--- config.mk ---
export PLATFORM = sky130hd
export DESIGN_NAME = buddy_block_allocator_unit
export DESIGN_NICKNAME = d
export VERILOG_FILES = /design/src/design/bba_pkg.sv /design/src/design/bba_state_store.sv /design/src/design/bba_mul_unit.sv /design/src/design/bba_ctrl.sv /design/src/design/buddy_block_allocator_unit.sv
export VERILOG_INCLUDE_DIRS = /design/src /design/src/design
export SDC_FILE = /design/constraint.sdc
export NUM_CORES = 1
export LEC_CHECK = 0
export BUFFER_PORTS_ARGS = -buffer_cell sky130_fd_sc_hd__buf_2
export CORE_ASPECT_RATIO = 1.4
export CORE_MARGIN = 1
export CORE_UTILIZATION = 30
export CTS_CLUSTER_DIAMETER = 150
export DETAILED_ROUTE_END_ITERATION = 12
export HOLD_SLACK_MARGIN = 0.06
export PLACE_DENSITY_LB_ADDON = 0.08
export SYNTH_ARGS = -nofsm -noshare
export SYNTH_HDL_FRONTEND = slang
export SYNTH_SLANG_ARGS = --single-unit
export TNS_END_PERCENT = 30
--- constraint.sdc ---
create_clock -name clk -period 5.3 [get_ports clk]
set_input_delay 0.795 -clock clk [delete_from_list [all_inputs] [get_ports clk]]
set_output_delay 0.795 -clock clk [all_outputs]
set_load 0.005 [all_outputs]
--- src/design/buddy_block_allocator_unit_macros.svh ---
`ifndef BUDDY_BLOCK_ALLOCATOR_UNIT_MACROS_SVH
`define BUDDY_BLOCK_ALLOCATOR_UNIT_MACROS_SVH

// Both macros expect signals named clk and rst_n in the module that uses them.

`define BBA_ASSERT_NOW(label, ante, cons, msg) \
    label: assert property (@(posedge clk) disable iff (!rst_n) (ante) |-> (cons)) \
        else $error(msg);

`define BBA_ASSERT_NEXT(label, ante, cons, msg) \
    label: assert property (@(posedge clk) disable iff (!rst_n) (ante) |=> (cons)) \
        else $error(msg);

`endif

--- src/design/bba_pkg.sv ---
package bba_pkg;

    localparam int PAGE_COUNT = 16;
    localparam int PAGE_BYTES = 4096;
    localparam int NODE_COUNT = 31;

    localparam int NODE_W  = $clog2(NODE_COUNT);
    localparam int PAGE_W  = $clog2(PAGE_COUNT + 1);
    localparam int DEPTH_W = $clog2($clog2(NODE_COUNT + 1));

    localparam logic [PAGE_W-1:0] PAGES_ROOT  = PAGE_W'(PAGE_COUNT);
    localparam logic [31:0]       TOTAL_BYTES = 32'(PAGE_COUNT * PAGE_BYTES);
    localparam logic [31:0]       BASE_RESET  = 32'h0010_0000;

    localparam logic KIND_ALLOC   = 1'b0;
    localparam logic KIND_RELEASE = 1'b1;

    localparam logic STATUS_OK   = 1'b0;
    localparam logic STATUS_FAIL = 1'b1;

    typedef enum logic [1:0] {
        BLK_NONE  = 2'd0,
        BLK_FREE  = 2'd1,
        BLK_SPLIT = 2'd2,
        BLK_OCC   = 2'd3
    } blk_state_t;

    typedef struct packed {
        logic              en;
        logic [NODE_W-1:0] addr;
        blk_state_t        data;
    } wr_req_t;

    typedef struct packed {
        logic [31:0] addr;
        logic        status;
    } result_t;

endpackage

--- src/design/bba_state_store.sv ---
module bba_state_store (
    input  logic                       clk,
    input  logic                       rst_n,
    input  logic [bba_pkg::NODE_W-1:0] rd_addr,
    output bba_pkg::blk_state_t        rd_data,
    input  bba_pkg::wr_req_t           wr
);
    import bba_pkg::*;

    blk_state_t state_reg [NODE_COUNT];

    assign rd_data = state_reg[rd_addr];

    always_ff @(posedge clk or negedge rst_n)
    begin
        if (!rst_n)
        begin
            for (int i = 0; i < NODE_COUNT; i++)
            begin
                state_reg[i] <= (i == 0) ? BLK_FREE : BLK_NONE;
            end
        end
        else if (wr.en)
        begin
            state_reg[wr.addr] <= wr.data;
        end
    end

endmodule

--- src/design/bba_mul_unit.sv ---
module bba_mul_unit (
    input  logic                       clk,
    input  logic [bba_pkg::PAGE_W-1:0] operand,
    output logic [31:0]                product_reg
);
    import bba_pkg::*;

    logic [31:0] product_next;

    assign product_next = 32'(operand) * 32'(PAGE_BYTES);

    always_ff @(posedge clk)
    begin
        product_reg <= product_next;
    end

endmodule

--- src/design/bba_ctrl.sv ---
`include "buddy_block_allocator_unit_macros.svh"

module bba_ctrl (
    input  logic                       clk,
    input  logic                       rst_n,
    input  logic                       in_valid,
    output logic                       in_ready,
    input  logic                       in_kind,
    input  logic [31:0]                in_size,
    input  logic [31:0]                in_addr,
    input  logic [31:0]                base_address,
    output bba_pkg::result_t           res,
    output logic                       res_valid,
    input  logic                       res_ready,
    output logic [bba_pkg::PAGE_W-1:0] mul_operand,
    input  logic [31:0]                mul_product,
    output logic [bba_pkg::NODE_W-1:0] rd_addr,
    input  bba_pkg::blk_state_t        rd_data,
    output bba_pkg::wr_req_t           wr
);
    import bba_pkg::*;

    typedef enum logic [4:0] {
        S_IDLE,
        S_A_MUL,
        S_A_EVAL,
        S_A_SPLIT_L,
        S_A_SPLIT_R,
        S_A_BACK,
        S_A_GRANT_MUL,
        S_A_GRANT,
        S_R_LO,
        S_R_HI,
        S_R_MID,
        S_R_EVAL,
        S_R_UP,
        S_R_SIB,
        S_R_MERGE_P,
        S_R_MERGE_N,
        S_R_MERGE_S,
        S_DONE
    } state_t;

    state_t             state_reg, state_next;
    logic [NODE_W-1:0]  node_reg, node_next;
    logic [DEPTH_W-1:0] depth_reg, depth_next;
    logic [PAGE_W-1:0]  off_reg, off_next;
    logic [31:0]        size_reg, size_next;
    logic [31:0]        rel_reg, rel_next;
    logic [31:0]        lo_reg, lo_next;
    logic [31:0]        res_addr_reg, res_addr_next;
    logic               res_status_reg, res_status_next;

    logic [PAGE_W-1:0]  pages;
    logic [PAGE_W-1:0]  child_pages;
    logic [NODE_W+1:0]  left_wide;
    logic [NODE_W+1:0]  right_wide;
    logic [NODE_W-1:0]  left;
    logic [NODE_W-1:0]  right;
    logic [NODE_W-1:0]  parent;
    logic [NODE_W-1:0]  sib;
    logic               leaf;
    logic               too_big;
    logic [31:0]        in_rel;

    assign pages       = PAGES_ROOT >> depth_reg;
    assign child_pages = pages >> 1;
    assign left_wide   = {1'b0, node_reg, 1'b0} + (NODE_W + 2)'(1);
    assign right_wide  = {1'b0, node_reg, 1'b0} + (NODE_W + 2)'(2);
    assign left        = left_wide[NODE_W-1:0];
    assign right       = right_wide[NODE_W-1:0];
    assign parent      = (node_reg - NODE_W'(1)) >> 1;
    assign sib         = node_reg[0] ? node_reg + NODE_W'(1) : node_reg - NODE_W'(1);
    assign leaf        = (right_wide >= (NODE_W + 2)'(NODE_COUNT)) || (child_pages == '0);
    assign too_big     = leaf || (size_reg > mul_product);
    assign in_rel      = in_addr - base_address;

    assign in_ready   = (state_reg == S_IDLE);
    assign res_valid  = (state_reg == S_DONE);
    assign res.addr   = res_addr_reg;
    assign res.status = res_status_reg;

    always_comb
    begin
        state_next      = state_reg;
        node_next       = node_reg;
        depth_next      = depth_reg;
        off_next        = off_reg;
        size_next       = size_reg;
        rel_next        = rel_reg;
        lo_next         = lo_reg;
        res_addr_next   = res_addr_reg;
        res_status_next = res_status_reg;
        mul_operand     = off_reg;
        rd_addr         = node_reg;
        wr.en           = 1'b0;
        wr.addr         = node_reg;
        wr.data         = BLK_NONE;

        unique case (state_reg)
            S_IDLE:
            begin
                if (in_valid)
                begin
                    size_next       = in_size;
                    rel_next        = in_rel;
                    node_next       = '0;
                    depth_next      = '0;
                    off_next        = '0;
                    res_addr_next   = '0;
                    res_status_next = STATUS_FAIL;
                    if (in_kind == KIND_ALLOC)
                    begin
                        state_next = (in_size > TOTAL_BYTES) ? S_DONE : S_A_MUL;
                    end
                    else
                    begin
                        state_next = (in_rel >= TOTAL_BYTES) ? S_DONE : S_R_LO;
                    end
                end
            end
            S_A_MUL:
            begin
                mul_operand = child_pages;
                state_next  = S_A_EVAL;
            end
            S_A_EVAL:
            begin
                if (rd_data == BLK_FREE)
                begin
                    wr.en = 1'b1;
                    if (too_big)
                    begin
                        wr.data    = BLK_OCC;
                        state_next = S_A_GRANT_MUL;
                    end
                    else
                    begin
                        wr.data    = BLK_SPLIT;
                        state_next = S_A_SPLIT_L;
                    end
                end
                else if (rd_data == BLK_SPLIT && !too_big)
                begin
                    node_next  = left;
                    depth_next = depth_reg + DEPTH_W'(1);
                    state_next = S_A_MUL;
                end
                else
                begin
                    state_next = S_A_BACK;
                end
            end
            S_A_SPLIT_L:
            begin
                wr.en      = 1'b1;
                wr.addr    = left;
                wr.data    = BLK_FREE;
                state_next = S_A_SPLIT_R;
            end
            S_A_SPLIT_R:
            begin
                wr.en      = 1'b1;
                wr.addr    = right;
                wr.data    = BLK_FREE;
                node_next  = left;
                depth_next = depth_reg + DEPTH_W'(1);
                state_next = S_A_MUL;
            end
            S_A_BACK:
            begin
                if (node_reg == '0)
                begin
                    state_next = S_DONE;
                end
                else if (node_reg[0])
                begin
                    node_next  = node_reg + NODE_W'(1);
                    off_next   = off_reg + pages;
                    state_next = S_A_MUL;
                end
                else
                begin
                    node_next  = parent;
                    off_next   = off_reg - pages;
                    depth_next = depth_reg - DEPTH_W'(1);
                end
            end
            S_A_GRANT_MUL:
            begin
                mul_operand = off_reg;
                state_next  = S_A_GRANT;
            end
            S_A_GRANT:
            begin
                res_addr_next   = base_address + mul_product;
                res_status_next = STATUS_OK;
                state_next      = S_DONE;
            end
            S_R_LO:
            begin
                mul_operand = off_reg;
                state_next  = S_R_HI;
            end
            S_R_HI:
            begin
                mul_operand = off_reg + pages;
                lo_next     = mul_product;
                state_next  = S_R_MID;
            end
            S_R_MID:
            begin
                mul_operand = off_reg + child_pages;
                state_next  = (rel_reg >= mul_product) ? S_DONE : S_R_EVAL;
            end
            S_R_EVAL:
            begin
                if (rd_data == BLK_OCC)
                begin
                    if (rel_reg == lo_reg)
                    begin
                        wr.en      = 1'b1;
                        wr.data    = BLK_FREE;
                        state_next = S_R_UP;
                    end
                    else
                    begin
                        state_next = S_DONE;
                    end
                end
                else if (rd_data == BLK_SPLIT && !leaf)
                begin
                    if (rel_reg < mul_product)
                    begin
                        node_next = left;
                    end
                    else
                    begin
                        node_next = right;
                        off_next  = off_reg + child_pages;
                    end
                    depth_next = depth_reg + DEPTH_W'(1);
                    state_next = S_R_LO;
                end
                else
                begin
                    state_next = S_DONE;
                end
            end
            S_R_UP:
            begin
                if (node_reg == '0 || rd_data != BLK_FREE)
                begin
                    res_status_next = STATUS_OK;
                    state_next      = S_DONE;
                end
                else
                begin
                    state_next = S_R_SIB;
                end
            end
            S_R_SIB:
            begin
                rd_addr = sib;
                if (rd_data == BLK_FREE)
                begin
                    state_next = S_R_MERGE_P;
                end
                else
                begin
                    res_status_next = STATUS_OK;
                    state_next      = S_DONE;
                end
            end
            S_R_MERGE_P:
            begin
                wr.en      = 1'b1;
                wr.addr    = parent;
                wr.data    = BLK_FREE;
                state_next = S_R_MERGE_N;
            end
            S_R_MERGE_N:
            begin
                wr.en      = 1'b1;
                wr.data    = BLK_NONE;
                state_next = S_R_MERGE_S;
            end
            S_R_MERGE_S:
            begin
                wr.en      = 1'b1;
                wr.addr    = sib;
                wr.data    = BLK_NONE;
                node_next  = parent;
                state_next = S_R_UP;
            end
            S_DONE:
            begin
                if (res_ready)
                begin
                    state_next = S_IDLE;
                end
            end
            default:
            begin
                state_next = S_IDLE;
            end
        endcase
    end

    always_ff @(posedge clk or negedge rst_n)
    begin
        if (!rst_n)
        begin
            state_reg <= S_IDLE;
        end
        else
        begin
            state_reg <= state_next;
        end
    end

    always_ff @(posedge clk)
    begin
        node_reg       <= node_next;
        depth_reg      <= depth_next;
        off_reg        <= off_next;
        size_reg       <= size_next;
        rel_reg        <= rel_next;
        lo_reg         <= lo_next;
        res_addr_reg   <= res_addr_next;
        res_status_reg <= res_status_next;
    end

    `BBA_ASSERT_NOW(a_wr_in_tree, wr.en, wr.addr < NODE_W'(NODE_COUNT), "Tree write out of range")
    `BBA_ASSERT_NEXT(a_busy_after_accept, in_valid && in_ready, !in_ready, "Ready after accept")
    `BBA_ASSERT_NOW(a_fail_zero_addr, res_valid && res.status == STATUS_FAIL, res.addr == '0,
                    "Failed result carries an address")

endmodule

--- src/design/buddy_block_allocator_unit.sv ---
// Buddy allocator over a region of PAGE_COUNT pages of PAGE_BYTES bytes starting at
// base_address. Each input word either allocates (the smallest fitting block found by a
// depth-first, left-first walk of the block tree) or releases the block whose base is the
// given address, merging free buddies upward. Each word yields one result word with the
// granted address and a status. The walk visits one tree node at a time through a single
// state store port and one shared page-to-byte multiplier: an allocate forms the child
// block size and evaluates each visited node, splits, backs out through parents and forms
// the granted address; a release forms the low, high and middle bounds at each level and
// evaluates there, then frees and merges. The input is not ready while a word is being
// worked; one finished result can wait in the output register while the next word is
// taken. The tree state is ready right after reset, and base_address must only be
// written while the block is idle.
module buddy_block_allocator_unit (
    input  logic        clk,
    input  logic        rst_n,
    input  logic        s_axis_tvalid,
    output logic        s_axis_tready,
    input  logic [63:0] s_axis_tdata,  // request_bytes [31:0], release_address [63:32]
    input  logic [0:0]  s_axis_tuser,  // kind [0]
    output logic        m_axis_tvalid,
    input  logic        m_axis_tready,
    output logic [31:0] m_axis_tdata,  // granted_address [31:0]
    output logic [0:0]  m_axis_tuser,  // status [0]
    input  logic        cfg_valid,
    output logic        cfg_ready,
    input  logic [31:0] cfg_data
);
    import bba_pkg::*;

    logic [31:0]       base_address_reg;
    logic              out_valid_reg, out_valid_next;
    result_t           out_reg;
    result_t           res;
    logic              res_valid;
    logic              res_ready;
    logic [PAGE_W-1:0] mul_operand;
    logic [31:0]       mul_product;
    logic [NODE_W-1:0] rd_addr;
    blk_state_t        rd_data;
    wr_req_t           wr;

    assign cfg_ready     = 1'b1;
    assign res_ready     = !out_valid_reg || m_axis_tready;
    assign m_axis_tvalid = out_valid_reg;
    assign m_axis_tdata  = out_reg.addr;
    assign m_axis_tuser  = out_reg.status;

    always_comb
    begin
        out_valid_next = out_valid_reg;
        if (res_valid && res_ready)
        begin
            out_valid_next = 1'b1;
        end
        else if (m_axis_tready)
        begin
            out_valid_next = 1'b0;
        end
    end

    always_ff @(posedge clk or negedge rst_n)
    begin
        if (!rst_n)
        begin
            base_address_reg <= BASE_RESET;
            out_valid_reg    <= 1'b0;
        end
        else
        begin
            if (cfg_valid && cfg_ready)
            begin
                base_address_reg <= cfg_data;
            end
            out_valid_reg <= out_valid_next;
        end
    end

    always_ff @(posedge clk)
    begin
        if (res_valid && res_ready)
        begin
            out_reg <= res;
        end
    end

    bba_ctrl u_ctrl (
        .clk          (clk),
        .rst_n        (rst_n),
        .in_valid     (s_axis_tvalid),
        .in_ready     (s_axis_tready),
        .in_kind      (s_axis_tuser[0]),
        .in_size      (s_axis_tdata[31:0]),
        .in_addr      (s_axis_tdata[63:32]),
        .base_address (base_address_reg),
        .res          (res),
        .res_valid    (res_valid),
        .res_ready    (res_ready),
        .mul_operand  (mul_operand),
        .mul_product  (mul_product),
        .rd_addr      (rd_addr),
        .rd_data      (rd_data),
        .wr           (wr)
    );

    bba_mul_unit u_mul (
        .clk         (clk),
        .operand     (mul_operand),
        .product_reg (mul_product)
    );

    bba_state_store u_store (
        .clk     (clk),
        .rst_n   (rst_n),
        .rd_addr (rd_addr),
        .rd_data (rd_data),
        .wr      (wr)
    );

endmodule

* Word level (Yosys, flattened, before mapping)
Index checks and enable logic that the tools add are counted.
Operators by class: add/sub/neg operators 11, magnitude comparators 9, equal/unequal tests 34, shift operators 1, mux-type cells 67, bitwise logic cells 2, reduce and logical (&&, ||, !) cells 29
Operators with widths (count):
- $mux W5 | 28
- $pmux W5 S18 | 1
- $pmux W32 S2 | 1
- $bwmux W62 | 1
- $eq A5 B4 Y1 const B | 8
- $add A32 B17 Y32 | 1
- $eq A32 B17 Y1 | 1
- $ge A32 B17 Y1 | 1
- $ge A32 B17 Y1 const B | 1
- $gt A32 B17 Y1 | 1
- $gt A32 B17 Y1 const B | 1
- $lt A32 B17 Y1 | 1
- $mux W32 | 1
- $sub A32 B32 Y32 | 1
- $mux W3 | 10
- $pmux W5 S3 | 2
- $pmux W5 S6 | 1
- $eq A5 B3 Y1 const B | 4
- $pmux W5 S4 | 1
- $logic_not A5 Y1 | 3
- $pmux W3 S5 | 1
- $ne A2 B2 Y1 const B | 7
- $ge A6 B6 Y1 const B | 2
- $not A5 Y6 | 2
- other kinds (41) | 72
Word-level totals: flip-flop bits (word level) 253, bits of input ports 102, output and inout port bits 36, word-level logic and storage cells 198

* Longest topological paths before layout
depth after elaboration 12, mapped depth 18, mapped depth without buffers 12

* By module
From an unflattened synthesis, not the netlist that was laid out.
Unflattened totals: cells, all modules 1710, area total of the unflattened synthesis 18205.0 um2
By module, submodules not included:
- bba_ctrl | instances 1, cells an instance 1332, area each 12364.4 um2, seq. area each 4389.2 um2
- bba_state_store | instances 1, cells an instance 238, area each 3141.8 um2, seq. area each 1552.7 um2
- buddy_block_allocator_unit | instances 1, cells an instance 107, area each 2392.3 um2, seq. area each 1818.0 um2
- bba_mul_unit | instances 1, cells an instance 33, area each 306.5 um2, seq. area each 100.1 um2

* Worst setup path before layout
OpenSTA, ideal clock, no wires.
kind reg-to-reg, start point reg u_ctrl.node_reg[0], end point reg u_store.state_reg[14] (netlist name), setup time 0.125 ns, arrival 4.138 ns, data required time 5.175 ns, setup slack 1.038 ns, stages on the path, launching flop included 17, path buffers 6, clock period less this slack 4.262 ns, path through edfxtp_1 -> buf_4 -> inv_1 -> buf_1 -> ha_1 -> buf_4 -> buf_4 -> buf_2 -> mux2i_1 -> mux4_2 -> nor2_1 -> a31oi_1 -> o211ai_2 -> nand4_4 -> buf_6 -> a2111oi_2 -> mux2_2
On the way: longest elaborated chain between the ends 11, elaborated cells on any way between the ends 30, those cells by class add/sub (4); order compare (3); eq/ne (2); mux (16); bitwise (2); reduce/logical (3)
RTL lines:
- from (decl) | line bba_ctrl.sv:45 | logic [NODE_W-1:0] node_reg, node_next;
- from (signal assigned) | line bba_ctrl.sv:324 | node_reg <= node_next;
- $sub A5 B1 Y5 / $add A5 B1 Y5 (equally long branches) | line bba_ctrl.sv:72, bba_ctrl.sv:73
- $mux W5 | line bba_ctrl.sv:73 | assign sib = node_reg[0] ? node_reg + NODE_W'(1) : node_reg - NODE_W'(1);
- $mux W5 | line bba_ctrl.sv:100 | unique case (state_reg)
- $not A5 Y6 (not written as such) | line bba_state_store.sv:12 | assign rd_data = state_reg[rd_addr];
- $bmux W2 S5 | line bba_state_store.sv:12
- $mux W2 (not written as such) (2 in a row) | line bba_state_store.sv:12
- $eq A2 B2 Y1 / $eq A2 B1 Y1 (equally long branches) | line bba_ctrl.sv:218, bba_ctrl.sv:129
- $mux W2 (on tied branches) | line bba_ctrl.sv:218, bba_ctrl.sv:129
- $pmux W2 S3 | line bba_ctrl.sv:100
- $bwmux W62 | line bba_state_store.sv:25 | state_reg[wr.addr] <= wr.data;
- to (signal, indexed assignment) | line bba_state_store.sv:20 | state_reg[i] <= (i == 0) ? BLK_FREE : BLK_NONE;
- to (signal, indexed assignment) | line bba_state_store.sv:25
- to (decl) | line bba_state_store.sv:10 | blk_state_t state_reg [NODE_COUNT];
Parallel ways exist; a longest one is shown, timed or not. The select of a mux whose other input is x is not followed. A chain may end at the register's enable or synchronous reset.

* Worst setup path after layout
start point reg u_ctrl.state_reg[0], end point reg u_store.state_reg[17] (netlist name)
On the way: longest elaborated chain between the ends 10, elaborated cells on any way between the ends 30, those cells by class order compare (2); eq/ne (10); mux (13); bitwise (2); reduce/logical (3)
RTL lines:
- from (decl) | line bba_ctrl.sv:44 | state_t state_reg, state_next;
- from (signal assigned) | line bba_ctrl.sv:318 | state_reg <= state_next;
- $eq A5 B4 Y1 | line bba_ctrl.sv:100
- $mux W5 | line bba_ctrl.sv:100
- $not A5 Y6 (not written as such) | line bba_state_store.sv:12
- $bmux W2 S5 | line bba_state_store.sv:12
- $mux W2 (not written as such) (2 in a row) | line bba_state_store.sv:12
- $eq A2 B1 Y1 | line bba_ctrl.sv:129 | if (rd_data == BLK_FREE)
- $mux W2 | line bba_ctrl.sv:129
- $pmux W2 S3 | line bba_ctrl.sv:100
- $bwmux W62 | line bba_state_store.sv:25
Parallel ways exist; a longest one is shown, timed or not. The select of a mux whose other input is x is not followed.

==> impl_results.md <==
* Status: complete, no violations
* Cts bufs inserted at 29
* Routed vias at around 12000
* Worst VDD drop at 0.237 mV
* Setup total negative slack at 0 ns
* Largest area contributor in the netlist: edfxtp_1
* Initial DRT Pass Iterations at 5
* Initial antenna violation count at 0
* Clock Sinks at approximately 250
* R2r setup slk at roughly 0.80 ns
* Final std cells w/o fill at around 2200
* Worst EP required at 5.75 ns
* Clock transition at path regs at roughly 0.060 ns
* Power density cells at ~500 nW/um^2
* Register area share after synthesis at 0.468
* RSZ-0062 raised after global routing: false
* Synth unique cells at 95
* Routed WL at approximately 47 mm
* Skew final at roughly 0.022 ns
* Number of global-route vias before repair at ~12000
* DR WL met3 at roughly 1.7 mm
* Layout area overhead at 15.7%
* Util after Layout at 0.354
* ANT nets after route at 0
* Diodes inserted at 0
* DP Cell Count at 2151
* Worst-case clock buffer depth at 3
* Worst skew pair latency at 0.58 ns
* Post-layout minimum cycle time at 4.50 ns
* Final Max Tran Viols at 0
* Critical path class: flip-flop to flip-flop
* Yosys warnings at 0
* Lkg Pwr at 6.98 nW
* Port bufs at about 140
* Die height at approximately 270 um
* R2R Path Start: u_ctrl.state_reg[0]$_DFFE_PN0P_
* Post_cts resized at 0
* Mapped Cells at 1418
* Grt total ovfl at 0
* Final setup viols at 0
* Die Footprint at between 50000 and 60000 sq um
* Fill cell count at about 5000
* Met1 Routed Length at approximately 19 mm
* Postcts setup bufs at 0
* DIE WIDTH at around 190 um
* Number of synthesized flops with an enable pin at ~150
* Largest net degree at the start of global routing at 63
* Slew HR at 0.175
* Top Layer Used: met4
* Final hold vios at 0
* Fin crit share at 0.849
* Fraction of registers with async set/reset at 0.395
* First-pass GRT wire length at 71.8 mm
* WP data arrival at between 4 and 5 ns
* Worst setup SP type: flip-flop
* Max-cap viol count at 0
* Overall Global Routing Usage at 0.185
* GPL Wtd Cong at 0.841
* Synth Area per Inst at roughly 11 sq um
* Top_reg_cell synth: edfxtp_1
* F_max at 222 MHz
* Core box area at roughly 50000 sq um
* WL per Instance at about 21 um
* Syn nets at ~1600
* Reg2Reg Depth at 9
* Initial Util at 0.306
* Yosys reg bits at about 250
* Placement Rows at between 90 and 100
* Drt via density at around 5.3
* CP endpoint kind: flip-flop
* Cell Area, Synth at between 15000 and 20000 sq um
* Worst slew pin tran at roughly 1.2 ns
* Post-CTS Hold Buffers at 0
* H-Tree Depth at 1
* CTS Root Cell: clkbuf_16
* Max Fanout on Critical Path at 10
* I/O Pins at between 100 and 150
* Detailed placement HPWL at roughly 36 mm
* HP Class: input pin to async pin
* Met2 Wirelength at approximately 25 mm
* Synth top area cells: edfxtp_1 30%, dfrtp_1 16%, mux2_2 5.2%
* Initial DRC Count at between 600 and 700
* Nets at around 1700
* TritonCTS clock tree: built
* Yosys top cell area share at 0.295
* Max reg flops at 62
* Share of post-route cells with drive strength above 1 at 0.220
* DRC at 0
* Worst R2R End: u_store.state_reg[17]$_DFFE_PN0P_
## cell type report
| cell class | instances | area [sq um] | area share |
|---|---|---|---|
| repair buffers | 175 | 976 | 0.0560 |
| clock inverters | 20 | 180 | 0.0103 |
| flip-flops and latches | 253 | 7050 | 0.405 |
| clock buffers | 34 | 754 | 0.0433 |
| well taps | 637 | 797 | 0.0457 |
| inverters | 78 | 293 | 0.0168 |
| multi-input cells | 1008 | 7370 | 0.423 |
## worst max-delay path, stage by stage, from the launching register on
cell and delay (ns):
dfrtp_1 0.52, buf_4 0.24, nor4_1 0.90, nand2_1 0.30, o211ai_1 0.24, a211oi_1 0.11, a21oi_1 0.97, nand2_1 0.27
a211oi_1 0.44, mux2_2 0.38
## routing by layer
layer | GRT usage | vias up
met5 | 0 | -
met4 | 0.0792 | 0
met3 | 0.0215 | 100
met2 | 0.339 | 313
met1 | 0.215 | 5735
li1 | - | 5526
## layout by cell type (no fill, tap or decap), types with 8 or more instances in the layout
cell type    n
buf_2      135
dfrtp_1     98
inv_1       76
nand2_1    125
mux4_2      18
mux2i_1     32
clkbuf_16   29
nor4_1      27
nor2b_1     12
a211oi_1    12
nand4_1     25
xnor2_1     46
nand3_1     27
a21oi_1     79
xor2_1      18
or3_1       13
mux2_2      69
o21ai_0     74
nand2b_1    14
a21o_1      21
a2111oi_2    8
and2_1       8
edfxtp_1   148
and3_1      10
a31oi_1     14
o211ai_1    12
nor3_1      35
nor2_1     103
o21a_1       8
o22ai_1      9
ha_1        62
buf_4       40
## metrics by stage
| stage | area, sq um | hold WS [ns] | setup slack [ns] | power (mW) |
|---|---|---|---|---|
| finish | 17400 | 0.361 | 0.799 | 8.75 |
| CTS | 17400 | 0.371 | 0.848 | 8.87 |
| floorplan | 15100 | 0.400 | 1.04 | 5.54 |
| global placement | 16500 | 0.402 | 0.749 | 6.82 |
| detailed placement | 16500 | 0.405 | 0.701 | 6.82 |
| global route | 17400 | 0.386 | 0.566 | 9.31 |
## power by group
part / switching (mW) / internal, mW
Combinational: 2.41 / 1.36
Clock: 0.874 / 1.12
Sequential: 0.339 / 2.65
## cell usage after synthesis, types with 4 or more instances
cell	count
nand3_1	27
nor3b_1	4
fa_1	6
mux2_2	69
a21o_1	21
o31ai_1	7
a2111oi_0	5
clkbuf_1	51
or3_1	13
a21oi_1	79
a2111oi_2	8
ha_1	62
nor2b_1	13
nand2b_1	14
inv_1	77
o22ai_1	9
mux4_2	18
nand4_1	25
a31oi_1	14
a221o_1	5
buf_2	15
o211ai_1	12
nand2_1	125
a221oi_1	7
o21a_1	8
dfrtp_1	98
o21ai_0	74
nor3_1	36
a211o_1	5
nor2_1	103
xor2_1	18
and2_1	8
buf_4	9
dfxtp_1	5
and4_1	4
edfxtp_1	148
nor4_1	27
a211oi_1	12
xnor2_1	46
and3_1	10
mux2i_1	32
## worst max-delay path by stage
stage | cells after the start | from | slack (ns) | end
finish | 9 | u_ctrl.state_reg[0]$_DFFE_PN0P_ | 0.80 | u_store.state_reg[17]$_DFFE_PN0P_
global route | 13 | u_ctrl.node_reg[0]$_SDFFCE_PN0P_ | 0.57 | u_store.state_reg[37]$_DFFE_PN0P_
CTS | 9 | u_ctrl.state_reg[0]$_DFFE_PN0P_ | 0.85 | u_store.state_reg[17]$_DFFE_PN0P_
detailed placement | 13 | s_axis_tdata[32] | 0.70 | u_ctrl.state_reg[0]$_DFFE_PN0P_
global placement | 13 | s_axis_tdata[32] | 0.75 | u_ctrl.state_reg[0]$_DFFE_PN0P_
floorplan | 16 | u_ctrl.node_reg[0]$_SDFFCE_PN0P_ | 1.04 | u_store.state_reg[14]$_DFFE_PN0P_
## kinds of logic after synthesis
logic type,count (synthesis),synth area share
AOI/OAI and AO/OA,326,0.150
xor gates and xnor gates,64,0.0372
adders and majority gates,68,0.0595
buffers and inverters,157,0.0432
DFF,253,0.468
muxes,121,0.102
other,1,0.000249
and+or+nand+nor,428,0.140
Power figures use the tool's default switching activity.
